==> config.mk <==
export PLATFORM = sky130hd
export DESIGN_NAME = hwc_series_term
export DESIGN_NICKNAME = d
export VERILOG_FILES = /design/src/sv/hwc_pkg.sv /design/src/sv/hwc_series_term.sv
export SDC_FILE = /design/constraint.sdc
export NUM_CORES = 2
export LEC_CHECK = 0
export BUFFER_PORTS_ARGS = -buffer_cell sky130_fd_sc_hd__buf_2
export CAP_MARGIN = 20
export CORE_MARGIN = 2
export CORE_UTILIZATION = 25
export DETAILED_ROUTE_END_ITERATION = 8
export SLEW_MARGIN = 0
export SYNTH_ARGS = -nofsm -noshare
export SYNTH_HDL_FRONTEND = slang
export SYNTH_SLANG_ARGS = --single-unit
==> constraint.sdc <==
create_clock -name clk -period 9.9 [get_ports clk]
set_input_delay 1.98 -clock clk [delete_from_list [all_inputs] [get_ports clk]]
set_output_delay 1.98 -clock clk [all_outputs]
set_load 0.01 [all_outputs]
==> src/sv/hwc_pkg.sv <==
// Hann window coefficient generator: shared package.
// Holds field widths, fixed-point constants, the control struct and register codes.
// No dependencies.
`timescale 1ns / 1ps
`default_nettype none

package hwc_pkg;

	// Field widths
	localparam int LEN_W   = 13;
	localparam int INDEX_W = 12;
	localparam int COEF_W  = 16;

	// Datapath widths
	localparam int PHASE_W = 32;   // phase quotient, Q0.32 of a half turn
	localparam int ANGLE_W = 31;   // angle in Q2.30, at most pi/2
	localparam int SQ_W    = 32;   // squared angle in Q2.30
	localparam int TERM_W  = 31;   // Horner term, within [0, 1.0] in Q2.30

	// Fixed-point constants
	localparam logic [PHASE_W-1:0] PI_Q30    = 32'd3373259426;
	localparam logic [PHASE_W-1:0] HALF_TURN = 32'h8000_0000;
	localparam logic [TERM_W-1:0]  Q30_ONE   = 31'h4000_0000;
	localparam logic [COEF_W-1:0]  COEF_ONE  = 16'h8000;

	// Phase divider: quotient bits per pipeline stage
	localparam int DIV_BITS_PER_STAGE = 4;
	localparam int DIV_STAGES         = PHASE_W / DIV_BITS_PER_STAGE;

	// Taylor sine in Horner form, innermost divisor first
	localparam int SERIES_TERMS = 5;
	localparam int SERIES_DIV [SERIES_TERMS] = '{110, 72, 42, 20, 6};

	// Register reset values
	localparam logic [LEN_W-1:0] WINDOW_LENGTH_RESET = 13'd512;

	// Configuration register indexes
	typedef enum logic {
		REG_WINDOW_LENGTH = 1'b0,
		REG_PERIODIC_MODE = 1'b1
	} cfg_reg_t;

	// Control that travels with each request down the pipeline
	typedef struct packed {
		logic valid;
		logic oor;
	} hwc_ctrl_t;

endpackage

`default_nettype wire

==> src/sv/hwc_series_term.sv <==
// Hann window coefficient generator: one Horner step of the Taylor sine.
// Computes t' = 1.0 - ((y2*t) >> 30) / DIVISOR over four register stages.
// Depends on hwc_pkg.
`timescale 1ns / 1ps
`default_nettype none

module hwc_series_term
	import hwc_pkg::*;
#(
	parameter int DIVISOR = 6
) (
	input  logic              clk,
	input  logic              arst_n,
	input  hwc_ctrl_t         ctrl,
	input  logic [ANGLE_W-1:0] angle,
	input  logic [SQ_W-1:0]   angle_sq,
	input  logic [TERM_W-1:0] term,
	output hwc_ctrl_t         ctrl_s4,
	output logic [ANGLE_W-1:0] angle_s4,
	output logic [SQ_W-1:0]   angle_sq_s4,
	output logic [TERM_W-1:0] term_s4
);

	// Reciprocal floor(2^32 / DIVISOR); the estimate is short by at most one
	localparam logic [SQ_W-1:0] RECIP = SQ_W'((64'd1 << 32) / DIVISOR);
	// Residual stays below twice the divisor
	localparam int              RW     = $clog2(2 * DIVISOR + 1);
	localparam logic [RW-1:0]   DIV_RW = RW'(DIVISOR);

	hwc_ctrl_t          ctrl_s1, ctrl_s2, ctrl_s3;
	logic [ANGLE_W-1:0] angle_s1, angle_s2, angle_s3;
	logic [SQ_W-1:0]    angle_sq_s1, angle_sq_s2, angle_sq_s3;
	logic [SQ_W-1:0]    x_s1, x_s2;
	logic [SQ_W-1:0]    q0_s2, q0_s3;
	logic [RW-1:0]      res_s3;

	logic [SQ_W+TERM_W-1:0] prod_sq;
	logic [2*SQ_W-1:0]      prod_recip;
	logic [SQ_W-1:0]        dec;

	assign prod_sq    = angle_sq * term;
	assign prod_recip = x_s1 * RECIP;
	assign dec        = q0_s3 + SQ_W'(res_s3 >= DIV_RW);

	// Advance control
	always_ff @(posedge clk or negedge arst_n) begin
		if (!arst_n) begin
			ctrl_s1 <= '0;
			ctrl_s2 <= '0;
			ctrl_s3 <= '0;
			ctrl_s4 <= '0;
		end else begin
			ctrl_s1 <= ctrl;
			ctrl_s2 <= ctrl_s1;
			ctrl_s3 <= ctrl_s2;
			ctrl_s4 <= ctrl_s3;
		end
	end

	// Multiply, estimate quotient, form residual, correct and update the term
	always_ff @(posedge clk) begin
		x_s1        <= prod_sq[30 +: SQ_W];
		angle_s1    <= angle;
		angle_sq_s1 <= angle_sq;

		x_s2        <= x_s1;
		q0_s2       <= prod_recip[SQ_W +: SQ_W];
		angle_s2    <= angle_s1;
		angle_sq_s2 <= angle_sq_s1;

		res_s3      <= x_s2[RW-1:0] - RW'(q0_s2 * DIV_RW);
		q0_s3       <= q0_s2;
		angle_s3    <= angle_s2;
		angle_sq_s3 <= angle_sq_s2;

		term_s4     <= (dec > SQ_W'(Q30_ONE)) ? '0 : TERM_W'(SQ_W'(Q30_ONE) - dec);
		angle_s4    <= angle_s3;
		angle_sq_s4 <= angle_sq_s3;
	end

endmodule

`default_nettype wire

==> impl_metrics.py <==
metrics = {
    "outcome": {
        "run_status": "complete, no violations",
    },
    "placed_design": {
        "buffer_ports.inserted": 193,
        "gp_congestion": 0.918,
        "detailed_place.area_um2": 59000,
        "place_hpwl_um": 126000,
    },
    "timing": {
        "setup_total_negative_slack_ns": 0,
        "max_slew_margin_pct": 37.7,
        "timing.fmax_ghz": 0.110,
        "clock-skew-final_ns": 0.0302,
        "hold_violations": 0,
        "post_layout_min_period_ns": 9.08,
        "setup_viol": 0,
        "timing.final.crit_share_pct": 91.8,
        "timing.final.max_slew_violations": 0,
        "worstMarginPinSlew_ns": 0.930,
        "unrepaired_setup_endpoints_after_global_routing": "no",
    },
    "critical_path": {
        "crit_fanout": 23,
        "end_kind": "flop",
        "timing.critical_path.buf_inv": 9,
        "crit-reg2reg-launch": "x_s1[18]$_DFF_P_",
        "reg2reg_slack_ns": 1.70,
        "cp_slowest_stage_delay_ns": 0.53,
        "timing.critical_path.from_type": "input port",
        "critical_path_start_end_classification": "input port to flop",
        "crit_family": "adder cells",
        "top_cell_by_count_worst_path": "sky130_fd_sc_hd__fa_1",
        "regToRegEndpoint": "q0_s2[27]$_DFF_P_",
        "critPathRequiredTime_ns": 10.44,
        "crit_slowest_cell": "sky130_fd_sc_hd__buf_2",
        "critical_path.startpoint": "angle_sq[7]",
        "worstPathArrival_ns": 9.63,
        "r2r.worst_path.cells": 25,
    },
    "final_layout": {
        "layout.cells.most_common": "sky130_fd_sc_hd__inv_1",
        "layout_common_cells": "1329 x sky130_fd_sc_hd__inv_1, 1196 x sky130_fd_sc_hd__fa_1, 595 x sky130_fd_sc_hd__ha_1, 531 x sky130_fd_sc_hd__nand2_1, 529 x sky130_fd_sc_hd__and2_1",
        "register_area_um2": 7830,
        "final.fill_count": 22700,
        "layout.core_utilization_pct": 28.0,
        "layout.cell_area.non_filler_um2": 60800,
        "multi_input_area_um2": 41000,
        "nNetsFinal": 7455,
        "fraction_of_layout_instances_using_a_drive_strength_above_1_pct": 6.97,
        "syn_to_final_growth_pct": 11.5,
    },
    "floorplanning": {
        "placementRows": 171,
        "fp.dieArea_um2": 222000,
        "core-area_um2": 217000,
        "ioPinCount": 194,
        "initial_utilization_pct": 25.1,
        "die-width_um": 471,
        "die_h_um": 471,
    },
    "job": {
        "max-cap-violations": 0,
    },
    "clock_tree": {
        "holdBufCountCts": 0,
        "tritoncts.num_buffers": 48,
        "clkSlewWorstSetupHoldPaths_ns": 0.07,
        "post_cts_buffers": 0,
        "clock_tree.root_cell": "sky130_fd_sc_hd__clkbuf_16",
        "clock_tree.htree_level_count": 2,
        "tritoncts_clock_tree": "yes",
        "cts-resized-gates": 0,
        "worst_skew_pair.late_latency_ns": 0.68,
        "cts_max_path_buffers": 3,
        "clock_sinks": 389,
    },
    "logic_synthesis": {
        "synthDistinctLibCells": 67,
        "fraction_of_registers_with_async_set_reset_pct": 2.06,
        "syn_nets": 7326,
        "netlist_area_um2": 54600,
        "yosys_warnings": 0,
        "synth.avg_cell_area_um2": 10.0,
        "synth.yosys.seq_area_share_pct": 14.3,
        "postSynth.topFlopCell": "sky130_fd_sc_hd__dfxtp_1",
        "ff_latch_count_synth": 389,
        "post_synth_inst_count": 5437,
        "synth-edff-count": 0,
    },
    "global_routing": {
        "antenna_found_initial": 25,
        "grt_overflow": 0,
        "grt_pass1_wl_um": 235000,
        "grt.total_usage_pct": 13.6,
        "pin_count_of_the_biggest_net_entering_global_routing": 33,
        "vias_in_the_first_global_route": 39800,
    },
    "drt": {
        "drcViolationCount": 0,
        "wire_per_inst_um": 17.6,
        "vias_per_cell": 4.32,
        "final_antenna_net_count": 0,
        "detailroute.via_count": 36500,
        "wl_um": 149000,
        "firstDrtPassIters": 5,
        "initialDrtViolationCount": 2249,
    },
    "hold_path": {
        "hold_end": "angle_s2[1]$_DFF_P_",
        "hold_crit_path_type": "flop to flop",
        "min_path_cells": 0,
        "timing.hold.worst.start": "angle_s1[1]$_DFF_P_",
    },
}
-- logic make-up (layout without fill, tap and decap cells) --
family | after synthesis | in the layout | synth area share [%]
other | 0 | 3 | 0
buffers and inverters | 1537 | 1706 | 10.6
AO/OA/AOI/OAI | 303 | 303 | 3.47
multiplexers | 3 | 3 | 0.0573
AND/OR/NAND/NOR | 1293 | 1293 | 12.1
flip-flops | 389 | 389 | 14.3
adder cells (fa/ha/maj) | 1791 | 1791 | 57.5
XOR/XNOR | 121 | 121 | 1.94
-- layer usage --
metal  track usage [%]  vias up  wire, um
met5                 0        -       179
met4              3.20       30      3130
met3              3.07      212     11200
met2              21.8     1142     67900
met1              18.7    18800     66900
li1                  -    16300         -
-- sequential cells by signal, indices dropped and copies added, names as in the netlist, 31 cells and up --
signal	flops
angle_sq_s1	32
angle_sq_s2	32
angle_sq_s3	32
angle_sq_s4	32
x_s1	32
angle_s1	31
angle_s2	31
angle_s3	31
angle_s4	31
term_s4	31
-- cell usage after synthesis, types with 5 or more instances --
library cell | count | area (um^2)
sky130_fd_sc_hd__a211oi_1 | 10 | 75.1
sky130_fd_sc_hd__a21o_1 | 47 | 353
sky130_fd_sc_hd__a21oi_1 | 98 | 490
sky130_fd_sc_hd__a31oi_1 | 19 | 119
sky130_fd_sc_hd__and2_1 | 529 | 3310
sky130_fd_sc_hd__and3_1 | 11 | 68.8
sky130_fd_sc_hd__and4_1 | 6 | 52.6
sky130_fd_sc_hd__buf_2 | 5 | 25.0
sky130_fd_sc_hd__clkbuf_1 | 198 | 743
sky130_fd_sc_hd__dfrtp_1 | 8 | 200
sky130_fd_sc_hd__dfxtp_1 | 381 | 7630
sky130_fd_sc_hd__fa_1 | 1196 | 23900
sky130_fd_sc_hd__ha_1 | 595 | 7440
sky130_fd_sc_hd__inv_1 | 1329 | 4990
sky130_fd_sc_hd__nand2_1 | 531 | 1990
sky130_fd_sc_hd__nand2b_1 | 5 | 31.3
sky130_fd_sc_hd__nand3_1 | 36 | 180
sky130_fd_sc_hd__nand4_1 | 24 | 150
sky130_fd_sc_hd__nor2_1 | 76 | 285
sky130_fd_sc_hd__nor2b_1 | 10 | 62.6
sky130_fd_sc_hd__nor3_1 | 33 | 165
sky130_fd_sc_hd__o2111ai_1 | 6 | 52.6
sky130_fd_sc_hd__o211ai_1 | 7 | 52.6
sky130_fd_sc_hd__o21a_1 | 6 | 45.0
sky130_fd_sc_hd__o21ai_0 | 59 | 295
sky130_fd_sc_hd__o21bai_1 | 20 | 150
sky130_fd_sc_hd__o31ai_1 | 5 | 37.5
sky130_fd_sc_hd__or2_2 | 5 | 31.3
sky130_fd_sc_hd__or3_1 | 5 | 31.3
sky130_fd_sc_hd__xnor2_1 | 86 | 753
sky130_fd_sc_hd__xor2_1 | 35 | 307
-- metrics by stage --
step                setup slack [ns]  instances  hold slack (ns)
floorplan                       1.18       5437            0.310
global placement               0.209       8370            0.310
detailed placement             0.208       8370            0.312
CTS                            0.909       8460            0.323
global route                   0.551       8462            0.324
finish                         0.817       8463            0.321
-- how the worst max path moves through the flow --
stage / to / slack [ns] / cells after the start
5_1_grt: x_s1[30]$_DFF_P_ / 0.55 / 26
3_3_place_gp: x_s1[30]$_DFF_P_ / 0.21 / 27
3_5_place_dp: x_s1[26]$_DFF_P_ / 0.21 / 26
6_report: x_s1[30]$_DFF_P_ / 0.82 / 30
4_1_cts: x_s1[30]$_DFF_P_ / 0.91 / 26
2_1_floorplan: x_s1[19]$_DFF_P_ / 1.18 / 23
-- layout make-up --
| class | count | share of cell area, % |
|---|---|---|
| antenna | 3 | 0.0123 |
| clock buffer | 54 | 2.06 |
| clock inverter | 36 | 0.882 |
| inverter | 1329 | 8.20 |
| multi-input combinational | 3511 | 67.3 |
| sequential | 389 | 12.9 |
| tap | 2854 | 5.87 |
| timing repair buffer | 287 | 2.79 |
-- worst reg2reg max path: cells and delay by family (launching register included) --
family | cells | cell delay [ns]
xor gates and xnor gates | 1 | 0.14
DFF | 1 | 0.69
adders and majority gates | 9 | 4.29
AOI/OAI and AO/OA | 10 | 2.47
buffers and inverters | 5 | 0.48
Power is not shown: default switching activity piles up to over one toggle a cycle in this logic, so the estimate is an artifact.
