[src/sv/hwc_pkg.sv]
// Hann window coefficient generator: shared package.
// Holds field widths, fixed-point constants, the control struct and register codes.
// No dependencies.
`timescale 1ns / 1ps
`default_nettype none

package hwc_pkg;

	// Field widths
	localparam int LEN_W   = 13;
	localparam int INDEX_W = 12;
	localparam int COEF_W  = 16;

	// Datapath widths
	localparam int PHASE_W = 32;   // phase quotient, Q0.32 of a half turn
	localparam int ANGLE_W = 31;   // angle in Q2.30, at most pi/2
	localparam int SQ_W    = 32;   // squared angle in Q2.30
	localparam int TERM_W  = 31;   // Horner term, within [0, 1.0] in Q2.30

	// Fixed-point constants
	localparam logic [PHASE_W-1:0] PI_Q30    = 32'd3373259426;
	localparam logic [PHASE_W-1:0] HALF_TURN = 32'h8000_0000;
	localparam logic [TERM_W-1:0]  Q30_ONE   = 31'h4000_0000;
	localparam logic [COEF_W-1:0]  COEF_ONE  = 16'h8000;

	// Phase divider: quotient bits per pipeline stage
	localparam int DIV_BITS_PER_STAGE = 4;
	localparam int DIV_STAGES         = PHASE_W / DIV_BITS_PER_STAGE;

	// Taylor sine in Horner form, innermost divisor first
	localparam int SERIES_TERMS = 5;
	localparam int SERIES_DIV [SERIES_TERMS] = '{110, 72, 42, 20, 6};

	// Register reset values
	localparam logic [LEN_W-1:0] WINDOW_LENGTH_RESET = 13'd512;

	// Configuration register indexes
	typedef enum logic {
		REG_WINDOW_LENGTH = 1'b0,
		REG_PERIODIC_MODE = 1'b1
	} cfg_reg_t;

	// Control that travels with each request down the pipeline
	typedef struct packed {
		logic valid;
		logic oor;
	} hwc_ctrl_t;

endpackage

`default_nettype wire

[src/sv/hwc_div_stage.sv]
// Hann window coefficient generator: one stage of the phase divider.
// Restoring division, DIV_BITS_PER_STAGE quotient bits per stage, registered output.
// Depends on hwc_pkg.
`timescale 1ns / 1ps
`default_nettype none

module hwc_div_stage
	import hwc_pkg::*;
#(
	parameter int DW      = 13,
	parameter int TOP_BIT = 31
) (
	input  logic               clk,
	input  logic               arst_n,
	input  hwc_ctrl_t          ctrl,
	input  logic [DW-1:0]      rem,
	input  logic [DW-1:0]      dvs,
	input  logic [PHASE_W-1:0] quo,
	output hwc_ctrl_t          ctrl_s1,
	output logic [DW-1:0]      rem_s1,
	output logic [DW-1:0]      dvs_s1,
	output logic [PHASE_W-1:0] quo_s1
);

	logic [PHASE_W-1:0] half_ext;
	logic [DW:0]        trial;
	logic [DW-1:0]      rem_nxt;
	logic [PHASE_W-1:0] quo_nxt;

	// Shift in the rounding bias D/2 one bit per step, subtract where it fits
	always_comb begin
		half_ext = PHASE_W'(dvs >> 1);
		rem_nxt  = rem;
		quo_nxt  = quo;
		trial    = '0;
		for (int s = 0; s < DIV_BITS_PER_STAGE; s++) begin
			trial = {rem_nxt, half_ext[TOP_BIT - s]};
			if (trial >= {1'b0, dvs}) begin
				trial   = trial - {1'b0, dvs};
				quo_nxt = {quo_nxt[PHASE_W-2:0], 1'b1};
			end else begin
				quo_nxt = {quo_nxt[PHASE_W-2:0], 1'b0};
			end
			rem_nxt = trial[DW-1:0];
		end
	end

	// Advance control
	always_ff @(posedge clk or negedge arst_n) begin
		if (!arst_n) begin
			ctrl_s1 <= '0;
		end else begin
			ctrl_s1 <= ctrl;
		end
	end

	// Advance payload
	always_ff @(posedge clk) begin
		rem_s1 <= rem_nxt;
		dvs_s1 <= dvs;
		quo_s1 <= quo_nxt;
	end

endmodule

`default_nettype wire

[config.mk]
export PLATFORM = sky130hd
export DESIGN_NAME = hwc_div_stage
export DESIGN_NICKNAME = d
export VERILOG_FILES = /design/src/sv/hwc_pkg.sv /design/src/sv/hwc_div_stage.sv
export SDC_FILE = /design/constraint.sdc
export NUM_CORES = 1
export LEC_CHECK = 0
export ABC_AREA = 1
export ABC_CLOCK_PERIOD_IN_PS = 800
export BUFFER_PORTS_ARGS = -buffer_cell sky130_fd_sc_hd__buf_4
export CAP_MARGIN = 20
export CORE_MARGIN = 5
export CORE_UTILIZATION = 53
export DETAILED_ROUTE_END_ITERATION = 12
export PLACE_DENSITY = 0.8
export SLEW_MARGIN = 20
export SYNTH_ARGS = -nofsm -noshare
export SYNTH_HDL_FRONTEND = slang
export SYNTH_SLANG_ARGS = --single-unit
[constraint.sdc]
create_clock -name clk -period 0.8 [get_ports clk]
set_input_delay 0.08 -clock clk [delete_from_list [all_inputs] [get_ports clk]]
set_output_delay 0.08 -clock clk [all_outputs]
set_load 0.02 [all_outputs]
==> results of run 1 <==
[stage by stage]
step | hold slack, ns | std cells | utilization [%] | setup slack, ns
after floorplan | -0.2156 | 598 | - | -5.221
after detailed placement | -0.1351 | 991 | 84.22 | -5.830
after global placement | -0.1384 | 991 | 84.22 | -5.414
[cell families after synthesis]
group	Yosys count	share of synthesized area [%]
adders and majority gates	50	14.49
and+or+nand+nor	269	28.23
buffers and inverters	81	7.987
AOI/OAI and AO/OA	96	13.17
DFF	60	27.71
xor gates and xnor gates	42	8.417
==> qor.yml, run 1 <==
run_status:
  outcome: "aborted with a tool error"
  haltStage: "clock tree synthesis"
  first_reported_error: "[ERROR DPL-0038] Utilization greater than 100%, impossible to legalize"
floorplan:
  ioPinCount: 122
  overall_die_height_um: 100.8
  initial_util_pct: 53.73
  floorplan.rows: 33
  fp.dieW_um: 100.8
clock_network:
  cts.repair_timing.setup_buffer_count: 47
  cts_root_buf: "sky130_fd_sc_hd__clkbuf_8"
  clockBufferDepth: 2
  cts.sinks: 60
  post_cts_resize_count: 270
  tritoncts.num_buffers: 9
  h_tree_level_count: 3
  cts-hold-fix-buffers: 42
synth:
  ys_dominant_reg_cell: "sky130_fd_sc_hd__dfxtp_1"
  ys_seq_area_share_pct: 27.71
  ys_warn_count: 0
  syn-mean-instance-area_um2: 7.308
  edff_count_synth: 0
  mappedNetlistArea_um2: 4370
  yosysUniqueCellTypes: 39
  post_synth_main_area_contributors: "sky130_fd_sc_hd__dfxtp_1, sky130_fd_sc_hd__nand2_1, sky130_fd_sc_hd__ha_1"
  postSynthRegisterBits: 60
  synthDominantCellAreaShare_pct: 26.57
  post-synth-top-count-cell: "sky130_fd_sc_hd__nand2_1"
  synthTopCellsByCount: "sky130_fd_sc_hd__nand2_1, sky130_fd_sc_hd__inv_1, sky130_fd_sc_hd__dfxtp_1"
  synth.net_count: 710
  synthArstFlopShare_pct: 3.333
  postSynthCellCount: 598
  synth_area_leader_cell: "sky130_fd_sc_hd__dfxtp_1"
placement:
  io_buffers: 117
  place.gp.congestion: 0.9363
  placed_cell_area_um2: 6850
  hpwlAfterDp_um: 12430
==> run 2: changes to the inputs <==
--- a/config.mk
+++ b/config.mk
@@ -10,9 +10,9 @@
 export BUFFER_PORTS_ARGS = -buffer_cell sky130_fd_sc_hd__buf_4
 export CAP_MARGIN = 20
 export CORE_MARGIN = 5
-export CORE_UTILIZATION = 53
+export CORE_UTILIZATION = 40
 export DETAILED_ROUTE_END_ITERATION = 12
-export PLACE_DENSITY = 0.8
+export PLACE_DENSITY_LB_ADDON = 0.15
 export SLEW_MARGIN = 20
 export SYNTH_ARGS = -nofsm -noshare
 export SYNTH_HDL_FRONTEND = slang
==> qor.yml, run 2 <==
pwr:
  power.share.combinational_pct: 83.3
  power.density_nw_per_um2: 4598
  leakage_power_nw: 4.603
  p_sw_w: 0.02156
  clock_power_share_pct: 7.1
  p_int_w: 0.02146
  p_seq_share_pct: 9.5
  p_total_w: 0.04302
  peakVddDrop_v: 0.004372
  netSwitchingFraction_pct: 50.11
setup_path:
  critPathBufInv: 9
  endpoint: "rem_s1[9]"
  timing.critical_path.to_type: "flop"
  crit_path_start_kind: "input port"
  worst_setup_path_startpoint: "dvs[6]"
  setup.worst_path.class: "input port to flop"
  worstPathMaxFanout: 5
  cp_data_arrival_time_ns: 6.60
  max_stage_delay_ns: 0.68
  cp_data_required_time_ns: 1.07
  cpLargestDelayFamily: "compound AO/OA/AOI/OAI gates"
  path_length_in_cells_of_the_critical_path: 42
  crit_slowest_cell: "sky130_fd_sc_hd__o21ai_1"
layout:
  largest_register_ffs: 32
  antenna_cells: 0
  fin_nets: 1130
  layout.cells.most_common_list: "sky130_fd_sc_hd__buf_4, sky130_fd_sc_hd__nand2_1, sky130_fd_sc_hd__buf_6"
  largest-register: "quo_s1"
  reg_top3: "quo_s1 x32, dvs_s1 x13, rem_s1 x13"
  areaGrowthSynthToFinish_pct: 114.1
  post_route_cells_drive_above_1_share_pct: 65.59
  layout_commonest_cell: "sky130_fd_sc_hd__buf_4"
timing:
  max_clock_freq_mhz: 158.0
  post-route-period-util_pct: 791.1
  maxSlewHeadroom_pct: 47.12
  timing_hold_violations_final: 0
  slew_violations: 0
  rsz0062_at_grt: "yes"
  fin_tns_setup_ns: -87.48
  period_minus_slack_ns: 6.329
  worstMarginPinSlew_ns: 0.7879
  report.final.setup_viol: 77
  finalWorstSetupSlack_ns: -5.529
clock_network:
  clock_tree_from_tritoncts: "done"
  cts_root_buf: "sky130_fd_sc_hd__clkbuf_8"
  h_tree_level_count: 3  # unchanged
  tritoncts.num_buffers: 9  # unchanged
  worst_setup_hold_path_clk_slew_ns: 0.08
  clockBufferDepth: 2  # unchanged
  cts.sinks: 60  # unchanged
synth:
  synthDominantCellAreaShare_pct: 26.57  # unchanged
  syn-mean-instance-area_um2: 7.308  # unchanged
  post_synth_main_area_contributors: "sky130_fd_sc_hd__dfxtp_1, sky130_fd_sc_hd__nand2_1, sky130_fd_sc_hd__ha_1"
  post-synth-top-count-cell: "sky130_fd_sc_hd__nand2_1"
  synth.net_count: 710  # unchanged
  ys_seq_area_share_pct: 27.71  # unchanged
  ys_warn_count: 0  # unchanged
  yosysUniqueCellTypes: 39  # unchanged
  postSynthRegisterBits: 60  # unchanged
  edff_count_synth: 0  # unchanged
  mappedNetlistArea_um2: 4370  # unchanged
  synthTopCellsByCount: "sky130_fd_sc_hd__nand2_1, sky130_fd_sc_hd__inv_1, sky130_fd_sc_hd__dfxtp_1"
  postSynthCellCount: 598  # unchanged
  ys_dominant_reg_cell: "sky130_fd_sc_hd__dfxtp_1"
  synthArstFlopShare_pct: 3.333  # unchanged
  synth_area_leader_cell: "sky130_fd_sc_hd__dfxtp_1"
hold_path:
  hold_path.class: "input port to asynchronous set/reset pin"
routing:
  antenna_left: 0
  routed-via-count: 6534
  drt-total-wl_um: 25440
  initialDrtViolationCount: 519
  post_drt_via_cell_ratio: 5.618
  drtPass1Iterations: 5
  remaining_drc_errors: 0
  routedWlPerCell_um: 21.87
global_routing:
  grt_antenna_before_repair: 1
  grt_start_max_net_pins: 15
  grt_pass1_wl_um: 30500
  overflow: 0
  grt_pass1_vias: 6307
  groute.usage.overall_pct: 29.55
run_status:
  outcome: "complete, but fails checks"
  failing_checks: "setup timing"
placement:
  place.gp.congestion: 0.9016  # -3.7%
  io_buffers: 117  # unchanged
  hpwlAfterDp_um: 11550  # -7.1%
floorplan:
  fp.dieW_um: 114.5  # +14%
  core-area_um2: 10790
  floorplan.rows: 38  # +15%
  initial_util_pct: 40.49  # -13 points
  overall_die_height_um: 114.5  # +14%
  floorplan.die_area_um2: 13120
  ioPinCount: 122  # unchanged
run:
  max-cap-violations: 0
run 2: cell counts after synthesis:
No cell type changed its count.
run 2: cell families (layout without fill, tap and decap cells):
logic type	Yosys count	after routing	synth area share, %
simple gates	269	272	28.23
compound gates	96	96	13.17
buf+inv	81	503	7.987
flops	60	60	27.71
fa+ha+maj	50	50	14.49
xor+xnor	42	42	8.417
run 2: timing repair:
action,CTS,global route
hold buffers,43,0
setup endpoints to repair,77,77
gates resized for setup,222,107
pin swaps,54,51
hold endpoints to repair,44,0
setup buffers,46,24
cloned,5,0
run 2: worst min-delay path by stage:
stage            from         end  cells after the start
5_1_grt        arst_n  ctrl_s1[0]                      2
4_1_cts        arst_n  ctrl_s1[1]                      2
2_1_floorplan  arst_n  ctrl_s1[0]                      0
3_5_place_dp   arst_n  ctrl_s1[1]                      1
3_3_place_gp   arst_n  ctrl_s1[1]                      1
6_report       arst_n  ctrl_s1[0]                      2
run 2: power groups by stage:
stage               combinational (W)  clock [W]  sequential [W]
floorplan                      0.0123          0         0.00455
global placement               0.0205          0         0.00387
detailed placement             0.0211          0         0.00387
CTS                            0.0259    0.00287         0.00397
global route                   0.0370    0.00321         0.00412
finish                         0.0358    0.00308         0.00410
run 2: final cells by class:
| cell class | count | area [um^2] |
|---|---|---|
| Clock inverter | 7 | 83.83 |
| Sequential cell | 60 | 1282 |
| Tap cell | 140 | 175.2 |
| Fill cell | 467 | 1436 |
| Timing Repair Buffer | 416 | 3553 |
| Clock buffer | 9 | 123.9 |
| Multi-Input combinational cell | 460 | 3844 |
| Inverter | 71 | 294.0 |
run 2: through the flow:
step	hold WS [ns]	instance area, um^2	setup slack [ns]	cells	util [%]
finish	0.06805	9356	-5.529	1163	86.69
global route	0.06612	9356	-5.767	1163	86.69
CTS	0.04533	8730	-4.555	1139	80.88
detailed placement	-0.1321	6904	-5.662	1029	63.97
global placement	-0.1382	6904	-5.438	1029	63.97
floorplan	-0.2156	4576	-5.221	598	-
run 2: per-layer routing:
metal | share of wire (%) | vias to the layer above | GRT usage, %
li1 | - | 2789 | -
met5 | 0.051 | - | 0
met3 | 9.2 | 239 | 5.814
met4 | 11 | 2 | 18.69
met2 | 47 | 471 | 56.00
met1 | 33 | 3033 | 28.92
No activity file was read; power rests on OpenSTA's default activity.
==> run 3: changes to the inputs <==
--- a/config.mk
+++ b/config.mk
@@ -5,7 +5,7 @@
 export SDC_FILE = /design/constraint.sdc
 export NUM_CORES = 1
 export LEC_CHECK = 0
-export ABC_AREA = 1
+export ABC_AREA = 0
 export ABC_CLOCK_PERIOD_IN_PS = 800
 export BUFFER_PORTS_ARGS = -buffer_cell sky130_fd_sc_hd__buf_4
 export CAP_MARGIN = 20
==> qor.yml, run 3 <==
run_status:
  outcome: "complete, but fails checks"
  failing_checks: "setup timing"
synth:
  ys_seq_area_share_pct: 28.03  # +0.32 points
  synthDominantCellAreaShare_pct: 26.88  # +0.31 points
  edff_count_synth: 0  # unchanged
  synthTopCellsByCount: "sky130_fd_sc_hd__dfxtp_1, sky130_fd_sc_hd__ha_1, sky130_fd_sc_hd__nor2_1"
  ys_warn_count: 0  # unchanged
  postSynthCellCount: 497  # -17%
  mappedNetlistArea_um2: 4320  # -1.1%
  synthArstFlopShare_pct: 3.333  # unchanged
  syn-mean-instance-area_um2: 8.693  # +19%
  yosysUniqueCellTypes: 67  # +72%
  synth_area_leader_cell: "sky130_fd_sc_hd__dfxtp_1"
  postSynthRegisterBits: 60  # unchanged
  ys_dominant_reg_cell: "sky130_fd_sc_hd__dfxtp_1"
  post-synth-top-count-cell: "sky130_fd_sc_hd__dfxtp_1"
  synth.net_count: 609  # -14%
  post_synth_main_area_contributors: "sky130_fd_sc_hd__dfxtp_1, sky130_fd_sc_hd__ha_1, sky130_fd_sc_hd__nor2_1"
timing:
  report.final.setup_viol: 77  # unchanged
  worstMarginPinSlew_ns: 0.7190  # -0.06889 ns
  fin_tns_setup_ns: -104.86  # -17.37 ns
  timing_hold_violations_final: 0  # unchanged
  rsz0062_at_grt: "yes"
  maxSlewHeadroom_pct: 51.62  # +4.5 points
  period_minus_slack_ns: 7.494  # +1.165 ns
  finalWorstSetupSlack_ns: -6.694  # -1.165 ns
  post-route-period-util_pct: 936.7  # +150 points
  max_clock_freq_mhz: 133.4  # -16%
  slew_violations: 0  # unchanged
placement:
  numPlacedInstances: 938  # -8.8%
  io_buffers: 117  # unchanged
  place.gp.congestion: 0.9336  # +3.5%
  preCtsSetupSlack_ns: -7.386  # -1.723 ns
  hpwlAfterDp_um: 12770  # +11%
setup_path:
  timing.critical_path.to_type: "flop"
  worstPathMaxFanout: 6  # +1
  crit_path_start_kind: "input port"
  max_stage_delay_ns: 0.42  # -0.26 ns
  cpLargestDelayFamily: "compound AO/OA/AOI/OAI gates"
  crit_slowest_cell: "sky130_fd_sc_hd__or3_4"
  setup.worst_path.class: "input port to flop"
  cp_data_required_time_ns: 1.05  # -0.02 ns
  worst_setup_path_startpoint: "dvs[8]"
  cp_data_arrival_time_ns: 7.74  # +1.14 ns
  critPathBufInv: 4  # -5
clock_network:
  cts_root_buf: "sky130_fd_sc_hd__clkbuf_8"
  clock_tree_from_tritoncts: "done"
  tritoncts.num_buffers: 9  # unchanged
  clockBufferDepth: 2  # unchanged
  worst_setup_hold_path_clk_slew_ns: 0.08  # about the same
  cts.sinks: 60  # unchanged
  h_tree_level_count: 3  # unchanged
layout:
  layout.cells.most_common_list: "sky130_fd_sc_hd__buf_4, sky130_fd_sc_hd__buf_6, sky130_fd_sc_hd__dfxtp_2"
  num-fill-cells: 719  # +54%
  areaGrowthSynthToFinish_pct: 94.99
  largest-register: "quo_s1"
  fin_nets: 996  # -12%
  antenna_cells: 0  # unchanged
  layout_commonest_cell: "sky130_fd_sc_hd__buf_4"
  final_std_cells_w_o_fill: 1029  # -12%
  post_route_cells_drive_above_1_share_pct: 56.47  # -9.1 points
  post-route-util_pct: 78.75  # -7.9 points
  reg_top3: "quo_s1 x32, dvs_s1 x13, rem_s1 x13"
  largest_register_ffs: 32  # unchanged
global_routing:
  grt_antenna_before_repair: 0  # -1
  overflow: 0  # unchanged
  met1_usage_pct: 31.06  # +2.1 points
  global_route.usage.met2_pct: 49.30  # -6.7 points
  grt_pass1_wl_um: 28030  # -8.1%
  grt_start_max_net_pins: 16  # +1
  grt-busiest-layer: "met2"
  groute.usage.overall_pct: 27.18  # -2.4 points
  grt_use_met3_pct: 4.775  # -1.0 points
  grt_pass1_vias: 5670  # -10%
routing:
  routedWlPerCell_um: 17.14  # -22%
  initialDrtViolationCount: 231  # -55%
  antenna_left: 0  # unchanged
  drtPass1Iterations: 4  # -1
  routed-via-count: 5332  # -18%
  drt-total-wl_um: 17640  # -31%
  remaining_drc_errors: 0  # unchanged
  post_drt_via_cell_ratio: 5.182  # -7.8%
pwr:
  leakage_power_nw: 4.000  # -13%
  power.density_nw_per_um2: 3916  # -15%
  peakVddDrop_v: 0.002750  # -37%
floorplan:
  initial_util_pct: 40.39  # -0.11 points
  core-area_um2: 10700  # -0.88%
  ioPinCount: 122  # unchanged
  overall_die_height_um: 113.9  # -0.53%
  floorplan.rows: 38  # unchanged
  fp.dieW_um: 113.9  # -0.53%
  floorplan.die_area_um2: 12980  # -1.1%
hold_path:
  hold_path.class: "input port to asynchronous set/reset pin"
run:
  max-cap-violations: 0  # unchanged
run 3: cell count changes after synthesis, moves of 9 or more:
cell,previous run,this run
sky130_fd_sc_hd__inv_1,59,37
sky130_fd_sc_hd__inv_2,12,0
sky130_fd_sc_hd__mux2_2,0,13
sky130_fd_sc_hd__nand2_1,168,25
sky130_fd_sc_hd__nand2_2,18,0
sky130_fd_sc_hd__nand3_1,28,16
sky130_fd_sc_hd__nor2_1,26,45
sky130_fd_sc_hd__nor2b_1,0,12
sky130_fd_sc_hd__nor3_1,2,11
sky130_fd_sc_hd__o21ai_1,9,0
sky130_fd_sc_hd__o221ai_1,1,10
sky130_fd_sc_hd__xor2_1,24,15
run 3: cell type report:
type                    count  area (um^2)  share of cell area [%]
repair buffers            386         3258                   38.68
inverters                  38        161.4                   1.916
clock inverters             7        100.1                   1.188
well taps                 140        175.2                   2.079
flip-flops and latches     60         1282                   15.22
clock buffers               9        123.9                   1.470
multi-input cells         389         3323                   39.45
run 3: how the worst max path moves through the flow:
stage / endpoint / cells after the start
2_1_floorplan: rem_s1[2] / 36
3_3_place_gp: rem_s1[1] / 33
3_5_place_dp: rem_s1[1] / 33
4_1_cts: rem_s1[11] / 33
5_1_grt: rem_s1[11] / 35
6_report: rem_s1[11] / 33
run 3: where the power goes:
part	internal, W	total (W)	switching (W)
logic	0.0140	0.0258	0.0118
registers	0.00377	0.00403	0.000257
clock network	0.00177	0.00315	0.00138
total	0.0195	0.0330	0.0135
run 3: kinds of logic (layout without fill, tap and decap cells):
kind of cell               after synthesis  count (layout)  share of synthesized area [%]
and+or+nand+nor                        145             145                          16.88
AOI/OAI and AO/OA                      144             144                          24.79
DFF                                     60              60                          28.03
adders and majority gates               50              50                          14.65
buffers and inverters                   48             440                          4.315
xor gates and xnor gates                31              31                          6.284
muxes                                   19              19                          5.039
run 3: repair_timing:
action / CTS / global route
buffers inserted: 27 / 5
gates resized for setup: 145 / 24
endpoints found under the hold margin: 44 / 0
hold buffers: 43 / 0
pin swaps: 23 / 20
endpoints found under the setup margin: 77 / 77
run 3: metrics by stage:
stage | total power [W] | hold slack [ns] | cell area [um^2]
after floorplan | 0.01673 | -0.2156 | 4548
after global placement | 0.02567 | -0.1349 | 6975
after detailed placement | 0.02623 | -0.1342 | 6975
after CTS | 0.03187 | 0.03476 | 8289
after global routing | 0.03532 | 0.06180 | 8424
final | 0.03299 | 0.07602 | 8424
run 3: per-layer routing:
layer / up-vias / part of all wire, %
li1: 2607 / -
met1: 2499 / 40
met2: 188 / 51
met3: 38 / 5.8
met4: 0 / 3.4
met5: - / 0
